## src/fda_pkg.sv

```systemverilog
package fda_pkg;

    // Frame store geometry
    localparam int FRAME_DEPTH = 524288;
    localparam int ADDR_W      = (FRAME_DEPTH > 1) ? $clog2(FRAME_DEPTH) : 1;
    localparam int FPIX_W      = 20;
    localparam int CNT_W       = (ADDR_W + 1 > FPIX_W) ? ADDR_W + 1 : FPIX_W;

    // Pixel and result widths
    localparam int CH_W   = 8;
    localparam int GAIN_W = 8;
    localparam int SUM_W  = 12;
    localparam int PROD_W = 25;

    // Gray conversion: (b + 6g + 3r + 5) / 10 as multiply by 6554 and shift by 16
    localparam logic [SUM_W-1:0]  W_GREEN    = 12'd6;
    localparam logic [SUM_W-1:0]  W_RED      = 12'd3;
    localparam logic [SUM_W-1:0]  ROUND_BIAS = 12'd5;
    localparam logic [PROD_W-1:0] RECIP_10   = 25'd6554;
    localparam int                GRAY_SHIFT = 16;

    localparam logic [CH_W-1:0] SAT_MAX = 8'd255;

    // Configuration port
    localparam int CFG_IDX_W  = 1;
    localparam int CFG_DATA_W = FPIX_W;
    localparam logic [CFG_IDX_W-1:0] CFG_GAIN         = 1'd0;
    localparam logic [CFG_IDX_W-1:0] CFG_FRAME_PIXELS = 1'd1;

    localparam logic [GAIN_W-1:0] GAIN_RESET         = 8'd5;
    localparam logic [FPIX_W-1:0] FRAME_PIXELS_RESET = 20'd307200;

    // Front stage to frame store
    typedef struct packed {
        logic [CH_W-1:0]   gray;
        logic [ADDR_W-1:0] addr;
    } t_pix;

    // Frame store to back stage
    typedef struct packed {
        logic [CH_W-1:0] gray;
        logic [CH_W-1:0] prev;
    } t_res;

endpackage

```

## src/fda_back.sv

```systemverilog
module fda_back
    import fda_pkg::*;
(
    input  logic              i_clk,
    input  logic              i_rst_n,
    input  logic              i_vld,
    input  t_res              i_res,
    input  logic [GAIN_W-1:0] i_gain,
    input  logic              i_stall,
    output logic              o_adv,
    output logic              o_valid,
    output logic [CH_W-1:0]   o_gray_value,
    output logic [CH_W-1:0]   o_previous_gray,
    output logic [CH_W-1:0]   o_difference,
    output logic [CH_W-1:0]   o_amplified
);

    localparam int AMP_W = CH_W + GAIN_W;

    logic            r_valid;
    logic [CH_W-1:0] r_gray;
    logic [CH_W-1:0] r_prev;
    logic [CH_W-1:0] r_diff;
    logic [CH_W-1:0] r_amp;

    logic [CH_W-1:0]  w_diff;
    logic [AMP_W-1:0] w_amp;
    logic [CH_W-1:0]  w_sat;
    logic             w_load;

    assign o_adv  = !r_valid || !i_stall;
    assign w_load = i_vld && o_adv;

    // Absolute difference, scale by gain, clip to a byte
    assign w_diff = (i_res.gray >= i_res.prev) ? (i_res.gray - i_res.prev)
                                               : (i_res.prev - i_res.gray);
    assign w_amp  = AMP_W'(w_diff) * AMP_W'(i_gain);
    assign w_sat  = (|w_amp[AMP_W-1:CH_W]) ? SAT_MAX : w_amp[CH_W-1:0];

    always_ff @(posedge i_clk) begin
        if (!i_rst_n) begin
            r_valid <= 1'b0;
        end else if (o_adv) begin
            r_valid <= i_vld;
        end
    end

    // Output register
    always_ff @(posedge i_clk) begin
        if (w_load) begin
            r_gray <= i_res.gray;
            r_prev <= i_res.prev;
            r_diff <= w_diff;
            r_amp  <= w_sat;
        end
    end

    assign o_valid         = r_valid;
    assign o_gray_value    = r_gray;
    assign o_previous_gray = r_prev;
    assign o_difference    = r_diff;
    assign o_amplified     = r_amp;

endmodule

```

## config.mk

```make
export PLATFORM = sky130hd
export DESIGN_NAME = fda_back
export DESIGN_NICKNAME = d
export VERILOG_FILES = /design/src/fda_pkg.sv /design/src/fda_back.sv
export SDC_FILE = /design/constraint.sdc
export NUM_CORES = 1
export LEC_CHECK = 0
export ABC_AREA = 1
export BUFFER_PORTS_ARGS = -buffer_cell sky130_fd_sc_hd__buf_2
export CAP_MARGIN = 20
export CORE_ASPECT_RATIO = 0.6
export CORE_MARGIN = 5
export CORE_UTILIZATION = 55
export DETAILED_ROUTE_END_ITERATION = 16
export PLACE_DENSITY_LB_ADDON = 0.1
export SYNTH_ARGS = -nofsm -noshare
export SYNTH_HDL_FRONTEND = slang
export SYNTH_SLANG_ARGS = --single-unit
```

## constraint.sdc

```tcl
create_clock -name i_clk -period 7.8 [get_ports i_clk]
set_clock_uncertainty 0.2 [all_clocks]
set_input_delay 1.56 -clock i_clk [delete_from_list [all_inputs] [get_ports i_clk]]
set_output_delay 1.56 -clock i_clk [all_outputs]
set_load 0.01 [all_outputs]
```

==> flow_summary.toml <==
[global_routing]
antenna_found_initial = 0
use_met3 = 0.0876
met2_usage = 0.302
grtUsageMet1 = 0.380
grt_start_max_net_pins = 33
grt_pass1_vias = 3539
overflow = 0
grtUsageTotal = 0.236
grt_busiest_layer = "met1"
grt_pass1_wl_um = 17600

[setup_path]
crit_path_top_delay_cell = "fa_1"
critPathTopFamily = "adder cells"
worst_setup_path_end_kind = "register"
start_kind = "input pin"
cp.arrival_ns = 7.12
worst-path-buf-inv = 7
path_class = "in2reg"
cp_max_fo = 9
crit_required_ns = 7.61
reg2reg_depth = 2
slowest_delay_ns = 0.54
cp.depth = 30
crit_top_cell = "nand2_1"

[cells_and_area]
antennaDiodeCount = 0
utilization = 0.658
num-nets-final = 709
layout-drive-gt1-share = 0.199
area_growth_pct = 14.1
finalNonFillerCells = 697

[sta]
tightest_slew_ns = 0.673
hold_ws_ns = 0.324
setup_viol = 0
rsz0062_at_grt = "no"
hold_viol = 0
setup_tns_ns = 0
max_freq_mhz = 137
period_needed_ns = 7.31
maxSlewViolCount = 0
fin_crit_sh = 0.937
slew_headroom = 0.551

[clock_network]
cts_buffers = 5
hold_buffers = 0
clk-insertion-delay-late_ns = 0.28
cts.sinks = 33
cts_tree = "built"
cts_setup_buffers = 0
cts_resized = 0
cts_max_path_buffers = 2
htreeDepth = 2
clockRootBuffer = "clkbuf_16"
cts.clk_slew.worst_paths_ns = 0.05

[logic_synthesis]
yosysWarningCount = 0
synth-seq-area-share = 0.230
ys_types = 37
synthTopCellsByArea = "edfxtp_1 (22%), fa_1 (18%), ha_1 (15%)"
synth_edf_count = 32
synthCells = 525
syn_nets = 642
synth.avg_cell_area_um2 = 8.14
synthFlopType = "edfxtp_1"
synth.most_common_cell = "inv_1"
synth_commonest_cells = "inv_1 (123), nand2_1 (110), ha_1 (51), nor2_1 (44), fa_1 (38)"
synthArstFlopShare = 0
netlist_area_mm2 = 0.00427
synth_area_leader_cell = "edfxtp_1"
ys_seq_elements = 33
yosysTopAreaCellShare = 0.225

[floorplan]
io_pins = 62
initial_core_util = 0.576
die_x_um = 124
die_h_um = 78.3
dieArea_mm2 = 0.00969
rows = 24
core_area_mm2 = 0.00742

[drt]
wire_per_inst_um = 15.3
wl_um = 10600
first_pass_iters = 5
ant_nets = 0
viasPerCell = 5.15
drc_errors = 0
num_vias = 3587
first_iter_violations = 316

[power_and_ir_drop]
irDropWorstVdd_mv = 0.306
power_leakage_uw = 0.00258
powerDensity_mw_per_mm2 = 446

[place]
gp_congestion = 0.987
dp_hpwl_um = 9180
dpl.cell_count = 688
portBuffers = 61

[worst_hold_path]
hold_depth = 2
hold_class = "reg2reg"

[job]
maxCapViolCount = 0

[run_status]
status = "finished, final reports clean"
## routing by layer
layer  vias to the layer above  part of all wire
li1                       1756                 -
met1                      1666              0.51
met2                       158              0.36
met3                         7              0.12
met4                         0            0.0041
met5                         -                 0
## power by group
part,switching (uW),internal [uW],leakage (uW)
Clock,75.4,117,0.0000696
Combinational,1150,608,0.00221
Sequential,5.31,221,0.000301
Total,1230,945,0.00258
## cell type report
cell class	instances	area [um2]
well taps	104	130
inverters	131	509
clock buffers	5	125
repair buffers	62	333
multi-input cells	359	2780
clock inverters	3	17.5
fillers	651	2540
flip-flops and latches	33	981
## layout by cell type (no fill, tap or decap), drive strengths merged
cell type	netlist	routed
nor3	2	2
edfxtp	32	32
o21ai	7	7
or2	1	1
clkinv	0	2
nand3	37	37
nand2	129	129
clkbuf	0	5
nand4	5	5
a21o	1	1
a31oi	2	2
xnor2	3	3
a21oi	13	13
inv	131	131
nor2	55	55
a21boi	1	1
dfxtp	1	1
fa	38	38
buf	2	62
xor2	9	9
o211ai	3	3
o21a	1	1
clkinvlp	0	1
ha	51	51
o21bai	1	1
## flip-flops by register name, summed over array words and instances (netlist names)
register         count
o_amplified          8
o_difference         8
o_gray_value         8
o_previous_gray      8
o_valid              1
## cells by family (layout without fill, tap and decap cells)
kind of cell | Yosys count | in the layout | synth area share
simple gates | 229 | 229 | 0.246
buf+inv | 133 | 201 | 0.122
fa+ha+maj | 89 | 89 | 0.327
flops | 33 | 33 | 0.230
compound gates | 29 | 29 | 0.0483
xor+xnor | 12 | 12 | 0.0263
## through the flow
step | cell area, um2 | power [uW] | setup slack [ns]
5_1_grt | 4880 | 2450 | 0.152
3_3_place_gp | 4710 | 1960 | 0.329
6_report | 4880 | 2180 | 0.494
4_1_cts | 4850 | 2150 | 0.534
3_5_place_dp | 4710 | 1940 | 0.254
2_1_floorplan | 4270 | 1560 | 0.978
## final timing paths
check / to / slack, ns / startpoint
max reg2reg: o_amplified[0] / 6.18 / o_valid
min reg2reg: o_valid / 0.32 / o_valid
min: o_valid / 0.32 / o_valid
max: o_amplified[7] / 0.49 / i_res[8]
## worst reg2reg max path: cells and delay by family (launching register included)
family | cells | cell delay [ns]
AOI/OAI and AO/OA | 1 | 0.56
DFF | 1 | 0.34
buffers and inverters | 1 | 0.24
No activity file was read; power rests on OpenSTA's default activity.
