$ cat config.mk
export PLATFORM = sky130hd
export DESIGN_NAME = fda_front
export DESIGN_NICKNAME = d
export VERILOG_FILES = /design/src/fda_pkg.sv /design/src/fda_front.sv
export SDC_FILE = /design/constraint.sdc
export NUM_CORES = 1
export LEC_CHECK = 0
export ABC_AREA = 1
export ABC_CLOCK_PERIOD_IN_PS = 22700
export CAP_MARGIN = 20
export CORE_UTILIZATION = 50
export DETAILED_ROUTE_END_ITERATION = 8
export DONT_BUFFER_PORTS = 1
export GPL_ROUTABILITY_DRIVEN = 0
export PLACE_DENSITY = 0.62
export SYNTH_ARGS = -nofsm -noshare
export SYNTH_HDL_FRONTEND = slang
export SYNTH_SLANG_ARGS = --single-unit
$ cat constraint.sdc
create_clock -name i_clk -period 22.7 [get_ports i_clk]
set_clock_uncertainty 0.2 [all_clocks]
set_input_delay 1.135 -clock i_clk [delete_from_list [all_inputs] [get_ports i_clk]]
set_output_delay 1.135 -clock i_clk [all_outputs]
set_load 0.05 [all_outputs]
$ cat src/fda_pkg.sv
package fda_pkg;

    // Frame store geometry
    localparam int FRAME_DEPTH = 524288;
    localparam int ADDR_W      = (FRAME_DEPTH > 1) ? $clog2(FRAME_DEPTH) : 1;
    localparam int FPIX_W      = 20;
    localparam int CNT_W       = (ADDR_W + 1 > FPIX_W) ? ADDR_W + 1 : FPIX_W;

    // Pixel and result widths
    localparam int CH_W   = 8;
    localparam int GAIN_W = 8;
    localparam int SUM_W  = 12;
    localparam int PROD_W = 25;

    // Gray conversion: (b + 6g + 3r + 5) / 10 as multiply by 6554 and shift by 16
    localparam logic [SUM_W-1:0]  W_GREEN    = 12'd6;
    localparam logic [SUM_W-1:0]  W_RED      = 12'd3;
    localparam logic [SUM_W-1:0]  ROUND_BIAS = 12'd5;
    localparam logic [PROD_W-1:0] RECIP_10   = 25'd6554;
    localparam int                GRAY_SHIFT = 16;

    localparam logic [CH_W-1:0] SAT_MAX = 8'd255;

    // Configuration port
    localparam int CFG_IDX_W  = 1;
    localparam int CFG_DATA_W = FPIX_W;
    localparam logic [CFG_IDX_W-1:0] CFG_GAIN         = 1'd0;
    localparam logic [CFG_IDX_W-1:0] CFG_FRAME_PIXELS = 1'd1;

    localparam logic [GAIN_W-1:0] GAIN_RESET         = 8'd5;
    localparam logic [FPIX_W-1:0] FRAME_PIXELS_RESET = 20'd307200;

    // Front stage to frame store
    typedef struct packed {
        logic [CH_W-1:0]   gray;
        logic [ADDR_W-1:0] addr;
    } t_pix;

    // Frame store to back stage
    typedef struct packed {
        logic [CH_W-1:0] gray;
        logic [CH_W-1:0] prev;
    } t_res;

endpackage

$ cat src/fda_front.sv
module fda_front
    import fda_pkg::*;
(
    input  logic              i_clk,
    input  logic              i_rst_n,
    input  logic              i_valid,
    input  logic [CH_W-1:0]   i_blue,
    input  logic [CH_W-1:0]   i_green,
    input  logic [CH_W-1:0]   i_red,
    input  logic              i_frame_start,
    input  logic [FPIX_W-1:0] i_frame_pixels,
    input  logic              i_busy,
    input  logic              i_adv,
    output logic              o_stall,
    output logic              o_vld,
    output t_pix              o_pix
);

    logic              r_vld;
    t_pix              r_pix;
    logic [ADDR_W-1:0] r_pix_addr;

    logic              w_take;
    logic [SUM_W-1:0]  w_sum;
    logic [PROD_W-1:0] w_prod;
    logic [CH_W-1:0]   w_gray;
    logic [ADDR_W-1:0] w_addr;
    logic [CNT_W-1:0]  w_next;
    logic              w_wrap;

    // Hold off the source while clearing or while this stage cannot move on
    assign o_stall = i_busy || (r_vld && !i_adv);
    assign w_take  = i_valid && !o_stall;

    // Weighted sum, then divide by ten through the reciprocal
    assign w_sum  = SUM_W'(i_blue) + SUM_W'(i_green) * W_GREEN
                  + SUM_W'(i_red) * W_RED + ROUND_BIAS;
    assign w_prod = PROD_W'(w_sum) * RECIP_10;
    assign w_gray = w_prod[GRAY_SHIFT +: CH_W];

    // Pixel position and its successor
    assign w_addr = i_frame_start ? '0 : r_pix_addr;
    assign w_next = CNT_W'(w_addr) + CNT_W'(1);
    assign w_wrap = (w_next >= CNT_W'(i_frame_pixels)) || (w_next >= CNT_W'(FRAME_DEPTH));

    // Advance the address counter on every transfer
    always_ff @(posedge i_clk) begin
        if (!i_rst_n) begin
            r_vld      <= 1'b0;
            r_pix_addr <= '0;
        end else begin
            if (!r_vld || i_adv) begin
                r_vld <= w_take;
            end
            if (w_take) begin
                r_pix_addr <= w_wrap ? '0 : w_next[ADDR_W-1:0];
            end
        end
    end

    // Capture the pixel payload
    always_ff @(posedge i_clk) begin
        if (w_take) begin
            r_pix.gray <= w_gray;
            r_pix.addr <= w_addr;
        end
    end

    assign o_vld = r_vld;
    assign o_pix = r_pix;

endmodule

==> flow_summary.json, run 1 <==
{
  "htreeDepth": 2,
  "drt_pass1_iterations": 4,
  "cpPeakStageDelay_ns": 0.55,
  "std_cell_rows": 42,
  "relSlewSlack_pct": 44.8,
  "yosys.area_share.simple_pct": 17.9,
  "fp.dieH_um": 119,
  "cts_hold_buf": 0,
  "grt_pass1_wl_um": 22800,
  "status": "finished clean",
  "place_area_um2": 7060,
  "rsz0062_at_grt": "false",
  "cp.arrival_ns": 7.98,
  "die_w_um": 119,
  "layout.nets": 1130,
  "cp_max_fo": 5,
  "clkLatencyLatePin_ns": 0.29,
  "synth-async-reset-ratio_pct": 0,
  "overflow": 0,
  "io_pins": 79,
  "wl_met2_um": 6320,
  "cpMaxStageDelayCell": "fa_1",
  "yosysSeqAreaShare_pct": 17.6,
  "highest_layer": "met4",
  "setup_ws_ns": 14.56,
  "cap_viol_max_count": 0,
  "end_kind": "register",
  "synth.distinct_cells": 32,
  "drc": 0,
  "dieArea_um2": 14200,
  "synth_mux_area_share_pct": 0,
  "route.met3.wl_um": 298,
  "ys.flop_type": "edfxtp_1",
  "period_needed_ns": 8.14,
  "cts_made_buffers": 5,
  "fmax_mhz": 123,
  "antennaDiodeCount": 0,
  "synth-edff-count": 27,
  "drtAntennaViolNets": 0,
  "grt_antenna_before_repair": 0,
  "synth_area_um2": 6880,
  "synth_seq_cells": 47,
  "wl_met1_um": 6280,
  "post_cts_resized": 0,
  "cts_buffer_depth": 2,
  "ys_warn_count": 0,
  "setup.worst_path.class": "input pin to register",
  "final_common_cell": "inv_1",
  "fillers": 1327,
  "clkTransAtPathRegs_ns": 0.06,
  "start_util_pct": 51.5,
  "viasPerCell": 4.85,
  "io_buffers": 0,
  "synth_compound_area_share_pct": 7.24,
  "period_share_pct": 35.9,
  "worstPathRequired_ns": 22.54,
  "seq_area_um2": 1210,
  "cts_tree": "done",
  "fin_setup_tns_ns": 0,
  "syn_avg_cell_area_um2": 7.70,
  "cts.sinks": 47,
  "dr.first_iter.drc_count": 248,
  "synth_xor_xnor_area_share_pct": 4.07,
  "design.core.area_um2": 13300,
  "dp_slack_ns": 14.20,
  "routed_wl_um": 13100,
  "grt_max_degree": 40,
  "grt_usage_pct": 19.7,
  "post_cts_buffers": 0,
  "layout-drive-gt1-share_pct": 3.13,
  "multiInputGateArea_um2": 4740,
  "setup_viol": 0,
  "cp-start-kind": "input pin",
  "worst_pin_slew_ns": 0.827,
  "via_count": 5197,
  "fin_area_um2": 7230,
  "areaGrowthSynthToFinish_pct": 5.06,
  "place_hpwl_um": 11400,
  "synth_nets": 1129,
  "synth_top_family_by_area": "adder cells",
  "final_cell_mix": "inv_1 (234), nand2_1 (168), ha_1 (133)",
  "wire_per_inst_um": 12.3,
  "finalMaxSlewViolations": 0,
  "min_path_type": "register to register",
  "postSynthCellCount": 893,
  "grt_pass1_vias": 5064,
  "clockRootBuffer": "clkbuf_16",
  "hold_viol_final": 0,
  "synthAdderAreaFrac_pct": 39.6
}
[worst max-delay path, delay by kind of cell]
kind / cells / cell delay (ns)
buf+inv: 6 / 0.32
simple gates: 8 / 0.72
xor+xnor: 3 / 0.83
fa+ha+maj: 11 / 4.46
compound gates: 3 / 0.49
[cells in the mapped netlist (2+ instances only)]
cell	n	area (µm²)
inv_1	234	878
nand2_1	168	631
ha_1	133	1660
nor2_1	65	244
a21oi_1	56	280
fa_1	53	1060
nand3_1	31	155
edfxtp_1	27	811
xor2_1	23	201
dfxtp_1	20	400
o21ai_0	17	85.1
nor2_2	11	68.8
xnor2_1	9	78.8
nand4_1	8	50.1
a21o_1	5	37.5
clkbuf_1	5	18.8
nor2_4	4	45.0
nor3_1	4	20.0
o21bai_1	3	22.5
a21oi_2	2	17.5
buf_6	2	22.5
nand2_2	2	12.5
o21a_1	2	15.0
[metal layers]
metal | vias up | track usage [%]
met5 | - | 0
met2 | 87 | 34.2
met4 | 0 | 6.25
li1 | 2770 | -
met3 | 14 | 1.77
met1 | 2326 | 25.8
[kinds of logic after synthesis]
family	Yosys count
AND/OR/NAND/NOR	294
buffers and inverters	243
adder cells (fa/ha/maj)	186
AO/OA/AOI/OAI	91
flip-flops	47
XOR/XNOR	32
[worst paths after layout]
kind                                                  from                           to  slack (ns)  cells after the start
worst max-delay path                            i_green[0]          o_pix[23]$_DFFE_PP_       14.56                     31
worst min-delay path            r_pix_addr[9]$_SDFFE_PN0P_   r_pix_addr[9]$_SDFFE_PN0P_        0.26                      2
worst max register to register  r_pix_addr[0]$_SDFFE_PN0P_  r_pix_addr[14]$_SDFFE_PN0P_       18.41                     17
worst min register to register  r_pix_addr[9]$_SDFFE_PN0P_   r_pix_addr[9]$_SDFFE_PN0P_        0.26                      2
[state kept, by name (all words and copies together) (netlist names)]
name,cells
r_pix_addr,19
o_pix,27
o_vld,1
[cell type report]
cell class | count | share of cell area (%)
clock buffer | 6 | 1.78
inverter | 235 | 12.2
multi-input combinational | 603 | 65.5
tap | 176 | 3.05
sequential | 47 | 16.8
timing repair buffer | 2 | 0.485
clock inverter | 2 | 0.173
[per-stage QoR]
step	hold slack, ns	util [%]	std cells
floorplan	0.245	-	893
detailed placement	0.255	52.9	1062
CTS	0.265	53.9	1070
global route	0.290	54.1	1071
global placement	0.254	52.9	1062
finish	0.264	54.1	1071
Power of run 1 is left out: the tool's default activity adds up to more than one toggle a clock period on the data nets, which glitch-free logic cannot reach.
==> run 2: changes to the inputs <==
Settings changed: ABC_CLOCK_PERIOD_IN_PS 22700 to 7000, PLACE_DENSITY 0.62 to 0.65.
Clock period 22.7 ns to 7 ns, I/O delays scaled along.
==> run 2 against run 1 <==
Compared with the run above: wire length increased by 8.6%; flip-flop and latch count unchanged; die area is the same; global-route usage rose by 0.83 points; non-clock buffer count increased by 59; first-iteration DRC count is 52% higher; setup slack lost 14 ns; sequential share of layout area down 1.4 points; critical path type unchanged; largest cell class unchanged.
==> flow_summary.json, run 2 (synthesis results as in run 1) <==
{
  "fin_setup_tns_ns": 0,
  "cp_common_cell": "inv_1",
  "status": "finished clean",
  "cp-start-kind": "input pin",
  "grt_pass1_vias": 5296,
  "hold_slack_ns": 0.0490,
  "dieArea_um2": 14200,
  "worst_pin_slew_ns": 0.849,
  "wire_per_inst_um": 12.6,
  "cts_tree": "done",
  "path_buf_inv": 8,
  "hold_depth": 1,
  "final_common_cell": "inv_1",
  "areaGrowthSynthToFinish_pct": 14.7,
  "overflow": 0,
  "via_count": 5513,
  "min_path_type": "input pin to register",
  "layout-drive-gt1-share_pct": 12.4,
  "period_share_pct": 95.7,
  "routed_wl_um": 14300,
  "design.core.area_um2": 13300,
  "cap_viol_max_count": 0,
  "relSlewSlack_pct": 43.3,
  "start_util_pct": 51.5,
  "fp.dieH_um": 119,
  "fmax_mhz": 149,
  "antennaDiodeCount": 0,
  "die_w_um": 119,
  "largest_reg_flops": 27,
  "crit_cells": 29,
  "viasPerCell": 4.88,
  "cpPeakStageDelay_ns": 0.54,
  "finalMaxSlewViolations": 0,
  "drt_pass1_iterations": 4,
  "period_needed_ns": 6.70,
  "ff2ff_path_depth": 17,
  "grt_usage_pct": 20.5,
  "io_pins": 79,
  "cp.arrival_ns": 6.53,
  "grt_antenna_before_repair": 0,
  "setup_viol": 0,
  "grt_max_degree": 40,
  "cts_made_buffers": 5,
  "hold_viol_final": 0,
  "worstPathRequired_ns": 6.83,
  "place_hpwl_um": 12100,
  "io_buffers": 0,
  "clkTransAtPathRegs_ns": 0.08,
  "setup.worst_path.class": "input pin to register",
  "clockRootBuffer": "clkbuf_16",
  "cp_max_fo": 3,
  "clkLatencyLatePin_ns": 0.30,
  "std_cell_rows": 42,
  "cpMaxStageDelayCell": "fa_1",
  "dr.first_iter.drc_count": 377,
  "end_kind": "register",
  "htreeDepth": 2,
  "layout.nets": 1189,
  "grt_pass1_wl_um": 23500,
  "drtAntennaViolNets": 0,
  "final_cell_mix": "inv_1 (234), nand2_1 (165), ha_1 (124)",
  "cts_buffer_depth": 2,
  "cts.sinks": 47,
  "drc": 0,
  "cp_top_family": "adder cells"
}
-- run 2: changes by cell type in the layout (fill, tap and decap cells not counted), moves of 3 or more --
cell / previous run / this run
buf_4: 1 / 59
xnor2_1: 9 / 6
nand2_2: 2 / 5
fa_1: 53 / 49
ha_1: 133 / 124
inv_6: 0 / 3
ha_4: 0 / 8
nand2_1: 168 / 165
fa_2: 0 / 4
xnor2_2: 0 / 3
a21oi_2: 2 / 7
a21oi_1: 56 / 51
-- run 2: timing repair --
| action | CTS | global route |
|---|---|---|
| buffers inserted | 0 | 4 |
| gates resized for setup | 0 | 29 |
| endpoints found under the hold margin | 1 | 0 |
| setup endpoints to repair | 0 | 8 |
| hold buffers | 1 | 0 |
-- run 2: final cells by class --
cell class	count	area (µm²)
fill	1263	5460
multi-input combinational	603	4940
sequential	47	1210
inverter	235	882
timing repair buffer	61	480
tap	176	220
clock buffer	5	125
clock inverter	3	26.3
-- run 2: worst reg2reg max path, stage by stage, from the launching register on --
cell     delay, ns
dfxtp_1       0.33
inv_1         0.06
nor2_1        0.56
ha_1          0.38
nand2_1       0.14
nor2_2        0.17
nand3_1       0.16
nor2_1        0.18
xor2_1        0.23
inv_1         0.08
ha_1          0.18
a21oi_1       0.14
o21ai_0       0.16
a21oi_1       0.19
nand4_1       0.12
nor2_2        0.66
nand2_1       0.15
a21oi_2       0.16
-- run 2: path summary, 6_finish.rpt --
check	startpoint	to	slack, ns
setup / recovery	i_blue[1]	o_pix[23]$_DFFE_PP_	0.30
setup reg to reg	r_pix_addr[0]$_SDFFE_PN0P_	r_pix_addr[18]$_SDFFE_PN0P_	2.68
hold reg to reg	r_pix_addr[0]$_SDFFE_PN0P_	r_pix_addr[0]$_SDFFE_PN0P_	0.27
hold / removal	i_frame_start	o_pix[12]$_DFFE_PP_	0.05
-- run 2: layer usage --
layer  global-route usage [%]  routed length [µm]  up-vias
met5                        0                   0        -
met4                     5.55                 233        0
met3                     2.49                 622       15
met2                     34.2                6390      122
met1                     28.1                7010     2493
li1                         -                   -     2883
-- run 2: through the flow --
stage                     cell area [µm²]  cells  setup slack [ns]  util (%)
after floorplan                      6920    893            0.0204         -
after global placement               7500   1116            -0.150      56.2
after detailed placement             7530   1117            -0.258      56.4
after CTS                            7690   1126            0.0225      57.6
after global routing                 7890   1130           -0.0184      59.1
final                                7890   1130             0.302      59.1
Power of run 2 is left out for the same reason.
